==> src/design/epwr_pkg.sv <==
package epwr_pkg;

    // Field widths
    localparam int COUNT_W   = 16;
    localparam int TIMEOUT_W = 20;
    localparam int ELAPSED_W = 21;
    localparam int ALT_W     = 20;
    localparam int SHIFT_W   = 3;
    localparam int FRAC_W    = 4;
    localparam int CFG_IDX_W = 3;
    localparam int CFG_DATA_W = 20;
    localparam int S_DATA_W  = 16;
    localparam int M_DATA_W  = 56;

    // Item kinds carried on the slave-side tuser
    localparam logic REQ_EDGE     = 1'b0;
    localparam logic REQ_OVERFLOW = 1'b1;

    // Register indexes
    localparam logic [CFG_IDX_W-1:0] REG_TIMER_TOP    = 3'd0;
    localparam logic [CFG_IDX_W-1:0] REG_TIMEOUT_US   = 3'd1;
    localparam logic [CFG_IDX_W-1:0] REG_MIN_ECHO_US  = 3'd2;
    localparam logic [CFG_IDX_W-1:0] REG_MAX_ECHO_US  = 3'd3;
    localparam logic [CFG_IDX_W-1:0] REG_FILTER_SHIFT = 3'd4;

    // Register reset values
    localparam logic [COUNT_W-1:0]   TIMER_TOP_RST    = 16'd65535;
    localparam logic [TIMEOUT_W-1:0] TIMEOUT_US_RST   = 20'd100000;
    localparam logic [COUNT_W-1:0]   MIN_ECHO_US_RST  = 16'd150;
    localparam logic [COUNT_W-1:0]   MAX_ECHO_US_RST  = 16'd15000;
    localparam logic [SHIFT_W-1:0]   FILTER_SHIFT_RST = 3'd2;

    typedef struct packed {
        logic [COUNT_W-1:0]   timer_top;
        logic [TIMEOUT_W-1:0] timeout_us;
        logic [COUNT_W-1:0]   min_echo_us;
        logic [COUNT_W-1:0]   max_echo_us;
        logic [SHIFT_W-1:0]   filter_shift;
    } cfg_t;

    typedef struct packed {
        logic [COUNT_W-1:0] capture_total;
        logic [ALT_W-1:0]   altitude;
        logic               too_close;
        logic               in_range;
        logic [COUNT_W-1:0] pulse_us;
    } result_t;

endpackage

==> src/design/echo_pulse_width_ranger.sv <==
// A falling-edge item is held in the input register, then its result is written to the
// result register; a full result register that is not being emptied holds it in between.
// Throughput: one item per cycle while the result side takes items; the single-pass
// update of the capture state between the two registers sets that figure.
// Overflow items and rising edges give no result; each falling edge gives one.
// Reset (rst_n, asynchronous, active low) clears capture state and loads register defaults.
module echo_pulse_width_ranger (
    input  logic                              clk,
    input  logic                              rst_n,
    input  logic                              s_tvalid,
    output logic                              s_tready,
    input  logic [epwr_pkg::S_DATA_W-1:0]     s_tdata,   // [15:0] event_count
    input  logic                              s_tuser,   // [0] req_type
    output logic                              m_tvalid,
    input  logic                              m_tready,
    // [15:0] pulse_us, [16] in_range, [17] too_close, [37:18] altitude,
    // [53:38] capture_total, [55:54] zero
    output logic [epwr_pkg::M_DATA_W-1:0]     m_tdata,
    input  logic                              cfg_we,
    input  logic [epwr_pkg::CFG_IDX_W-1:0]    cfg_index,
    input  logic [epwr_pkg::CFG_DATA_W-1:0]   cfg_data
);
    import epwr_pkg::*;

    cfg_t                cfg;
    logic                in_valid_reg;
    logic                in_type_reg;
    logic [COUNT_W-1:0]  in_count_reg;
    logic                advance;
    logic                res_valid;
    result_t             res;
    logic                out_valid_reg;
    result_t             out_data_reg;

    epwr_cfg u_cfg (
        .clk       (clk),
        .rst_n     (rst_n),
        .cfg_we    (cfg_we),
        .cfg_index (cfg_index),
        .cfg_data  (cfg_data),
        .cfg       (cfg)
    );

    // The held item moves on when the result register is free or being emptied.
    assign advance  = in_valid_reg && (!out_valid_reg || m_tready);
    assign s_tready = !in_valid_reg || advance;

    // Input register.
    always_ff @(posedge clk or negedge rst_n)
    begin
        if (!rst_n)
        begin
            in_valid_reg <= 1'b0;
        end
        else if (s_tready)
        begin
            in_valid_reg <= s_tvalid;
        end
    end

    always_ff @(posedge clk)
    begin
        if (s_tvalid && s_tready)
        begin
            in_type_reg  <= s_tuser;
            in_count_reg <= s_tdata[COUNT_W-1:0];
        end
    end

    epwr_core u_core (
        .clk         (clk),
        .rst_n       (rst_n),
        .fire        (advance),
        .req_type    (in_type_reg),
        .event_count (in_count_reg),
        .cfg         (cfg),
        .res_valid   (res_valid),
        .res         (res)
    );

    // Result register.
    always_ff @(posedge clk or negedge rst_n)
    begin
        if (!rst_n)
        begin
            out_valid_reg <= 1'b0;
        end
        else if (advance && res_valid)
        begin
            out_valid_reg <= 1'b1;
        end
        else if (m_tready)
        begin
            out_valid_reg <= 1'b0;
        end
    end

    always_ff @(posedge clk)
    begin
        if (advance && res_valid)
        begin
            out_data_reg <= res;
        end
    end

    assign m_tvalid = out_valid_reg;
    assign m_tdata  = {2'b00, out_data_reg};

endmodule

==> src/design/epwr_cfg.sv <==
module epwr_cfg (
    input  logic                              clk,
    input  logic                              rst_n,
    input  logic                              cfg_we,
    input  logic [epwr_pkg::CFG_IDX_W-1:0]    cfg_index,
    input  logic [epwr_pkg::CFG_DATA_W-1:0]   cfg_data,
    output epwr_pkg::cfg_t                    cfg
);
    import epwr_pkg::*;

    cfg_t cfg_reg;

    // Register file: one write per cycle, writes to unknown indexes are dropped.
    always_ff @(posedge clk or negedge rst_n)
    begin
        if (!rst_n)
        begin
            cfg_reg.timer_top    <= TIMER_TOP_RST;
            cfg_reg.timeout_us   <= TIMEOUT_US_RST;
            cfg_reg.min_echo_us  <= MIN_ECHO_US_RST;
            cfg_reg.max_echo_us  <= MAX_ECHO_US_RST;
            cfg_reg.filter_shift <= FILTER_SHIFT_RST;
        end
        else if (cfg_we)
        begin
            unique case (cfg_index)
                REG_TIMER_TOP:    cfg_reg.timer_top    <= cfg_data[COUNT_W-1:0];
                REG_TIMEOUT_US:   cfg_reg.timeout_us   <= cfg_data[TIMEOUT_W-1:0];
                REG_MIN_ECHO_US:  cfg_reg.min_echo_us  <= cfg_data[COUNT_W-1:0];
                REG_MAX_ECHO_US:  cfg_reg.max_echo_us  <= cfg_data[COUNT_W-1:0];
                REG_FILTER_SHIFT: cfg_reg.filter_shift <= cfg_data[SHIFT_W-1:0];
                default: ;
            endcase
        end
    end

    assign cfg = cfg_reg;

endmodule

==> src/design/epwr_core.sv <==
module epwr_core (
    input  logic                           clk,
    input  logic                           rst_n,
    input  logic                           fire,
    input  logic                           req_type,
    input  logic [epwr_pkg::COUNT_W-1:0]   event_count,
    input  epwr_pkg::cfg_t                 cfg,
    output logic                           res_valid,
    output epwr_pkg::result_t              res
);
    import epwr_pkg::*;

    logic                  edge_phase_reg,  edge_phase_next;
    logic [COUNT_W-1:0]    rise_time_reg,   rise_time_next;
    logic [ELAPSED_W-1:0]  elapsed_us_reg,  elapsed_us_next;
    logic [ALT_W-1:0]      filtered_reg,    filtered_next;
    logic [COUNT_W-1:0]    capture_cnt_reg, capture_cnt_next;

    logic                  is_fall;
    logic [COUNT_W+1:0]    wrap_sum;
    logic [COUNT_W-1:0]    width;
    logic [ELAPSED_W:0]    elapsed_sum;
    logic [ELAPSED_W-1:0]  elapsed_sat;
    logic                  inr;
    logic                  close;
    logic [ALT_W-1:0]      sample;
    logic [ALT_W-1:0]      diff_up;
    logic [ALT_W-1:0]      diff_dn;
    logic [ALT_W:0]        diff_dn_rnd;
    logic [ALT_W-1:0]      filt_upd;
    logic [ALT_W:0]        round_mask;

    assign is_fall = (req_type == REQ_EDGE) && edge_phase_reg;

    // Pulse width, with wrap handling and saturation on both ends.
    always_comb
    begin
        wrap_sum = {2'b00, cfg.timer_top} - {2'b00, rise_time_reg}
                 + {2'b00, event_count};
        if (event_count > rise_time_reg)
        begin
            width = event_count - rise_time_reg;
        end
        else if (wrap_sum[COUNT_W+1])
        begin
            width = '0;
        end
        else if (wrap_sum[COUNT_W])
        begin
            width = '1;
        end
        else
        begin
            width = wrap_sum[COUNT_W-1:0];
        end
    end

    // Range checks against the limits.
    assign inr   = (width > cfg.min_echo_us) && (width < cfg.max_echo_us);
    assign close = (width <= cfg.min_echo_us);

    // Exponential filter; a downward step rounds toward minus infinity.
    always_comb
    begin
        sample      = {width, {FRAC_W{1'b0}}};
        diff_up     = sample - filtered_reg;
        diff_dn     = filtered_reg - sample;
        round_mask  = ({{ALT_W{1'b0}}, 1'b1} << cfg.filter_shift) - {{ALT_W{1'b0}}, 1'b1};
        diff_dn_rnd = ({1'b0, diff_dn} + round_mask) >> cfg.filter_shift;
        if (sample >= filtered_reg)
        begin
            filt_upd = filtered_reg + (diff_up >> cfg.filter_shift);
        end
        else
        begin
            filt_upd = filtered_reg - diff_dn_rnd[ALT_W-1:0];
        end
    end

    // Elapsed time accumulates with saturation at its full width.
    always_comb
    begin
        elapsed_sum = {1'b0, elapsed_us_reg} + {{(ELAPSED_W+1-COUNT_W){1'b0}}, event_count};
        if (elapsed_sum[ELAPSED_W])
        begin
            elapsed_sat = '1;
        end
        else
        begin
            elapsed_sat = elapsed_sum[ELAPSED_W-1:0];
        end
    end

    // Next state for the item being processed.
    always_comb
    begin
        edge_phase_next  = edge_phase_reg;
        rise_time_next   = rise_time_reg;
        elapsed_us_next  = elapsed_us_reg;
        filtered_next    = filtered_reg;
        capture_cnt_next = capture_cnt_reg;
        if (req_type == REQ_OVERFLOW)
        begin
            if (elapsed_sat >= {1'b0, cfg.timeout_us})
            begin
                edge_phase_next = 1'b0;
                rise_time_next  = '0;
                elapsed_us_next = '0;
            end
            else
            begin
                elapsed_us_next = elapsed_sat;
            end
        end
        else if (!edge_phase_reg)
        begin
            rise_time_next  = event_count;
            elapsed_us_next = '0;
            edge_phase_next = 1'b1;
        end
        else
        begin
            edge_phase_next  = 1'b0;
            capture_cnt_next = capture_cnt_reg + 1'b1;
            if (inr)
            begin
                filtered_next = filt_upd;
            end
        end
    end

    // Capture state registers.
    always_ff @(posedge clk or negedge rst_n)
    begin
        if (!rst_n)
        begin
            edge_phase_reg  <= 1'b0;
            rise_time_reg   <= '0;
            elapsed_us_reg  <= '0;
            filtered_reg    <= '0;
            capture_cnt_reg <= '0;
        end
        else if (fire)
        begin
            edge_phase_reg  <= edge_phase_next;
            rise_time_reg   <= rise_time_next;
            elapsed_us_reg  <= elapsed_us_next;
            filtered_reg    <= filtered_next;
            capture_cnt_reg <= capture_cnt_next;
        end
    end

    // Result of a falling edge.
    assign res_valid         = is_fall;
    assign res.pulse_us      = width;
    assign res.in_range      = inr;
    assign res.too_close     = close;
    assign res.altitude      = close ? '0 : filtered_next;
    assign res.capture_total = capture_cnt_next;

endmodule
==> config.mk <==
export PLATFORM = sky130hd
export DESIGN_NAME = echo_pulse_width_ranger
export DESIGN_NICKNAME = d
export VERILOG_FILES = /design/src/design/epwr_pkg.sv /design/src/design/echo_pulse_width_ranger.sv /design/src/design/epwr_cfg.sv /design/src/design/epwr_core.sv
export SDC_FILE = /design/constraint.sdc
export NUM_CORES = 1
export LEC_CHECK = 0
export ABC_AREA = 1
export BUFFER_PORTS_ARGS = -buffer_cell sky130_fd_sc_hd__buf_4
export CAP_MARGIN = 40
export CORE_ASPECT_RATIO = 1.4
export CORE_MARGIN = 5
export CORE_UTILIZATION = 40
export DETAILED_ROUTE_END_ITERATION = 6
export PLACE_DENSITY_LB_ADDON = 0.3
export RECOVER_POWER = 25
export SLEW_MARGIN = 40
export SYNTH_ARGS = -nofsm -noshare
export SYNTH_HDL_FRONTEND = slang
export SYNTH_SLANG_ARGS = --single-unit
==> constraint.sdc <==
create_clock -name clk -period 30.5 [get_ports clk]
set_input_delay 6.1 -clock clk [delete_from_list [all_inputs] [get_ports clk]]
set_output_delay 6.1 -clock clk [all_outputs]
set_load 0.02 [all_outputs]
==> flow_results.org <==
** CTS
- Counting along the longest clock path gives a buffer depth of 3.
- CTS built an H-tree with a depth of 1.
- Clock-pin slew was measured on the worst setup and hold paths at 60 ps.
- Once the clock tree was built, the resizer swapped 0 gates to a different size.
- Buffers inserted by post-CTS timing repair :: 0
- Buffers inserted to repair hold after CTS numbered 0.
- Cell at the root of the clock tree :: clkbuf_16
- TritonCTS built the clock tree.
- Counting the buffers created by CTS gives 23.
- Clock network latency to the later pin of the worst-skew pair :: 530 ps
- The clock drives 218 sinks.

** Outcome
- Violated checks :: capacitance limit, slew limit
- The flow ran to the end, but the final reports show violations.

** Detailed routing
- The count of nets left with antenna violations once routing finished came out at 0.
- Residual DRC :: 0
- Number of vias after detailed routing :: 16,630
- Final WL :: 53,330 um
- Wire per inst :: 16.61 um
- Iteration-0 DRC count of the detailed router :: 833
- Detail-routed via count per cell :: 5.178
- The first TritonRoute pass finished after 5 iterations.

** Critical path
- Data on the critical path is required at its endpoint by 24,400 ps.
- Reg2Reg Depth :: 69
- Slowest cell on the critical path :: buf_4
- Walking the worst path, the cells encountered are clkbuf_4 -> inv_1 -> nand3_1 -> buf_4.
- Reg2Reg Capture Point :: m_tdata[36]$_SDFFCE_PP0P_
- At the worst endpoint, the arrival time is 6640 ps.
- The setup check on the worst reg-to-reg path leaves a slack of 18,990 ps.
- Counting both buffers and inverters, the worst setup path holds a total of 3.
- Worst Path Class, Setup :: in2out
- STA classifies the critical path startpoint as a primary input.
- The startpoint identified for the worst register-to-register timing path is u_cfg.cfg[55]$_DFFE_PN1P_.
- Worst Path Max Fanout :: 3
- The largest single stage delay on the critical path is 200 ps.
- The kind of cell with the highest combined delay along the critical path is buffers and inverters.
- The worst setup path is captured at an output port.

** Final layout
- The net count of the finished layout is 2,828.
- Share of layout cells above drive strength 1 :: 12.49%
- The multi-input combinational cells in the finished layout cover a total of 0.01120 mm2.
- The repair_antennas step left the layout with diodes totalling 0.
- Number of standard cells in the layout, taps in and fillers out :: 3,211
- Compared with the post-synthesis result, the final layout area differs by 10.87%.
- Filler Cell Count :: 4,723
- Number of flip-flops under the largest register name :: 71
- In the final layout, flip-flops and latches occupy 0.005853 mm2.

** GRT
- Global-route met1 utilization :: 21.76%
- Initial antenna violation count :: 0
- Number of global-route vias before repair :: 16,670
- Congestion Overflow GR :: 0
- Grt met3 use :: 1.704%
- Global Route Usage Sum :: 20.56%
- The layer flagged by global routing as most heavily used is met2.
- In the global route stage, met2 resource usage came out at 38.67%.
- Entering global routing, the biggest net connects 82 pins.
- First-pass GRT wire length :: 84,730 um

** Synthesis
- Sequential elements use 31.27% of the synthesized area.
- In this run, synthesis inferred 71 flip-flops with an integrated enable.
- Synth top area share :: 15.11%
- Post-Syn Area per Cell :: 7.461 um2
- After synthesis, the most frequently instantiated cells are nand2_1 (572), inv_1 (342), o21ai_0 (220).
- Post-synthesis cell type with the largest combined area :: dfrtp_1
- Cell area after synthesis :: 0.01872 mm2
- Yosys instantiated no cell more often than nand2_1.
- Cells after Synth :: 2,509
- By area the synthesized netlist is led by dfrtp_1 (15%), ha_1 (13%), nand2_1 (11%).
- Flip-flop cell with the highest count after synthesis :: dfrtp_1
- Fraction of registers with async set or reset after synthesis :: 67.43%
- Library cells used by synthesis :: 69
- After synthesis the netlist holds a flip-flop and latch count of 218.
- Synth Warn # :: 0

** Timing
- Part of the cycle the worst path needs :: 41.77%
- The tightest hold path in the finished design has a slack of 484.8 ps.
- Setup total negative slack on the finished layout was measured at 0 ps.
- For the pin with the worst max-slew slack, the measured transition is 3912 ps.
- Headroom to the max-slew limit came out at -160.8%.
- Final-report setup violation count :: 0
- Peak clock frequency supported by timing :: 78.50 MHz
- Final hold viol count :: 0
- Setup repair after global routing left no endpoint under its margin.
- On the final layout, the worst clock skew is 23.58 ps.
- Final critical-path required period :: 12,740 ps
- Final Slew Violations :: 68

** Floorplanning
- The floorplan step set the die height to 266.0 um.
- Placeable Area :: 0.04620 mm2
- Std-Cell Rows :: 93
- For this design the top-level I/O count stands at 103.
- Once the floorplan was initialized, standard cells occupied 40.52% of the core.
- The die is 192.8 um wide.
- Area of the die :: 0.05129 mm2

** Placed design
- After legalization and detailed placement, the total HPWL measured 43,260 um.
- Cell count after placement :: 3,170
- Count of port buffers added during placement :: 100
- Weighted congestion at the end of routability-driven global placement :: 0.9651

** Worst hold path
- Counting instances, the worst hold path has a depth of 2.
- The tightest min-delay check is of the reg2reg type.
- In this run the most critical hold path is launched from u_cfg.cfg[33]$_DFFE_PN0P_.
- Endpoint with the worst hold slack :: u_cfg.cfg[33]$_DFFE_PN0P_

** Flow run
- Max-capacitance violation count :: 1
-- area by class of cell --
class / count / share of cell area, %
multi-input cells: 1859 / 53.95
clock buffers: 33 / 3.147
flip-flops and latches: 218 / 28.20
well taps: 617 / 3.720
inverters: 361 / 6.529
repair buffers: 115 / 4.220
clock inverters: 8 / 0.2291
-- layer usage --
| layer | vias to the layer above | share of wire [%] |
|---|---|---|
| li1 | 8431 | - |
| met1 | 7738 | 37 |
| met2 | 334 | 52 |
| met3 | 123 | 3.1 |
| met4 | 0 | 7.6 |
| met5 | - | 0 |
-- through the flow --
step                setup WS, ps  area, um2  utilization (%)
global route               17700      20750            44.93
CTS                        17760      20790            45.01
detailed placement         17770      20090            43.50
finish                     17760      20750            44.93
global placement           17770      20020            43.33
floorplan                  18050      18720                -
-- worst min-delay path, delay by kind of cell, from the launching register on --
family	cells	cell delay, ps
flip-flops	1	340
AO/OA/AOI/OAI	1	60
AND/OR/NAND/NOR	1	50
-- cell families after synthesis --
family	share of synthesized area, %
AO/OA/AOI/OAI	15.07
AND/OR/NAND/NOR	25.30
buffers and inverters	9.023
flip-flops	31.27
multiplexers	0.3743
adder cells (fa/ha/maj)	13.98
XOR/XNOR	4.960
other	0.02003
-- layout by cell type, fill, tap and decap left out, drive strengths merged, types with 14 or more instances in the layout --
master / instances
a21oi: 158
buf: 94
clkbuf: 54
clkinv: 14
dfrtp: 113
dfstp: 34
edfxtp: 71
ha: 198
inv: 355
nand2: 620
nand3: 203
nand4: 30
nor2: 134
nor3: 16
o21a: 16
o21ai: 261
or2: 14
xnor2: 32
xor2: 74
-- worst max-delay path by stage --
stage / start / to / slack (ps) / cells after the start
floorplan: m_tready / s_tready / 18050 / 2
CTS: m_tready / s_tready / 17760 / 4
global placement: m_tready / s_tready / 17770 / 4
finish: m_tready / s_tready / 17760 / 4
global route: m_tready / s_tready / 17700 / 4
detailed placement: m_tready / s_tready / 17770 / 4
Power is left out: the tool's default activity adds up to more than one toggle a clock period on the data nets, which glitch-free logic cannot reach.
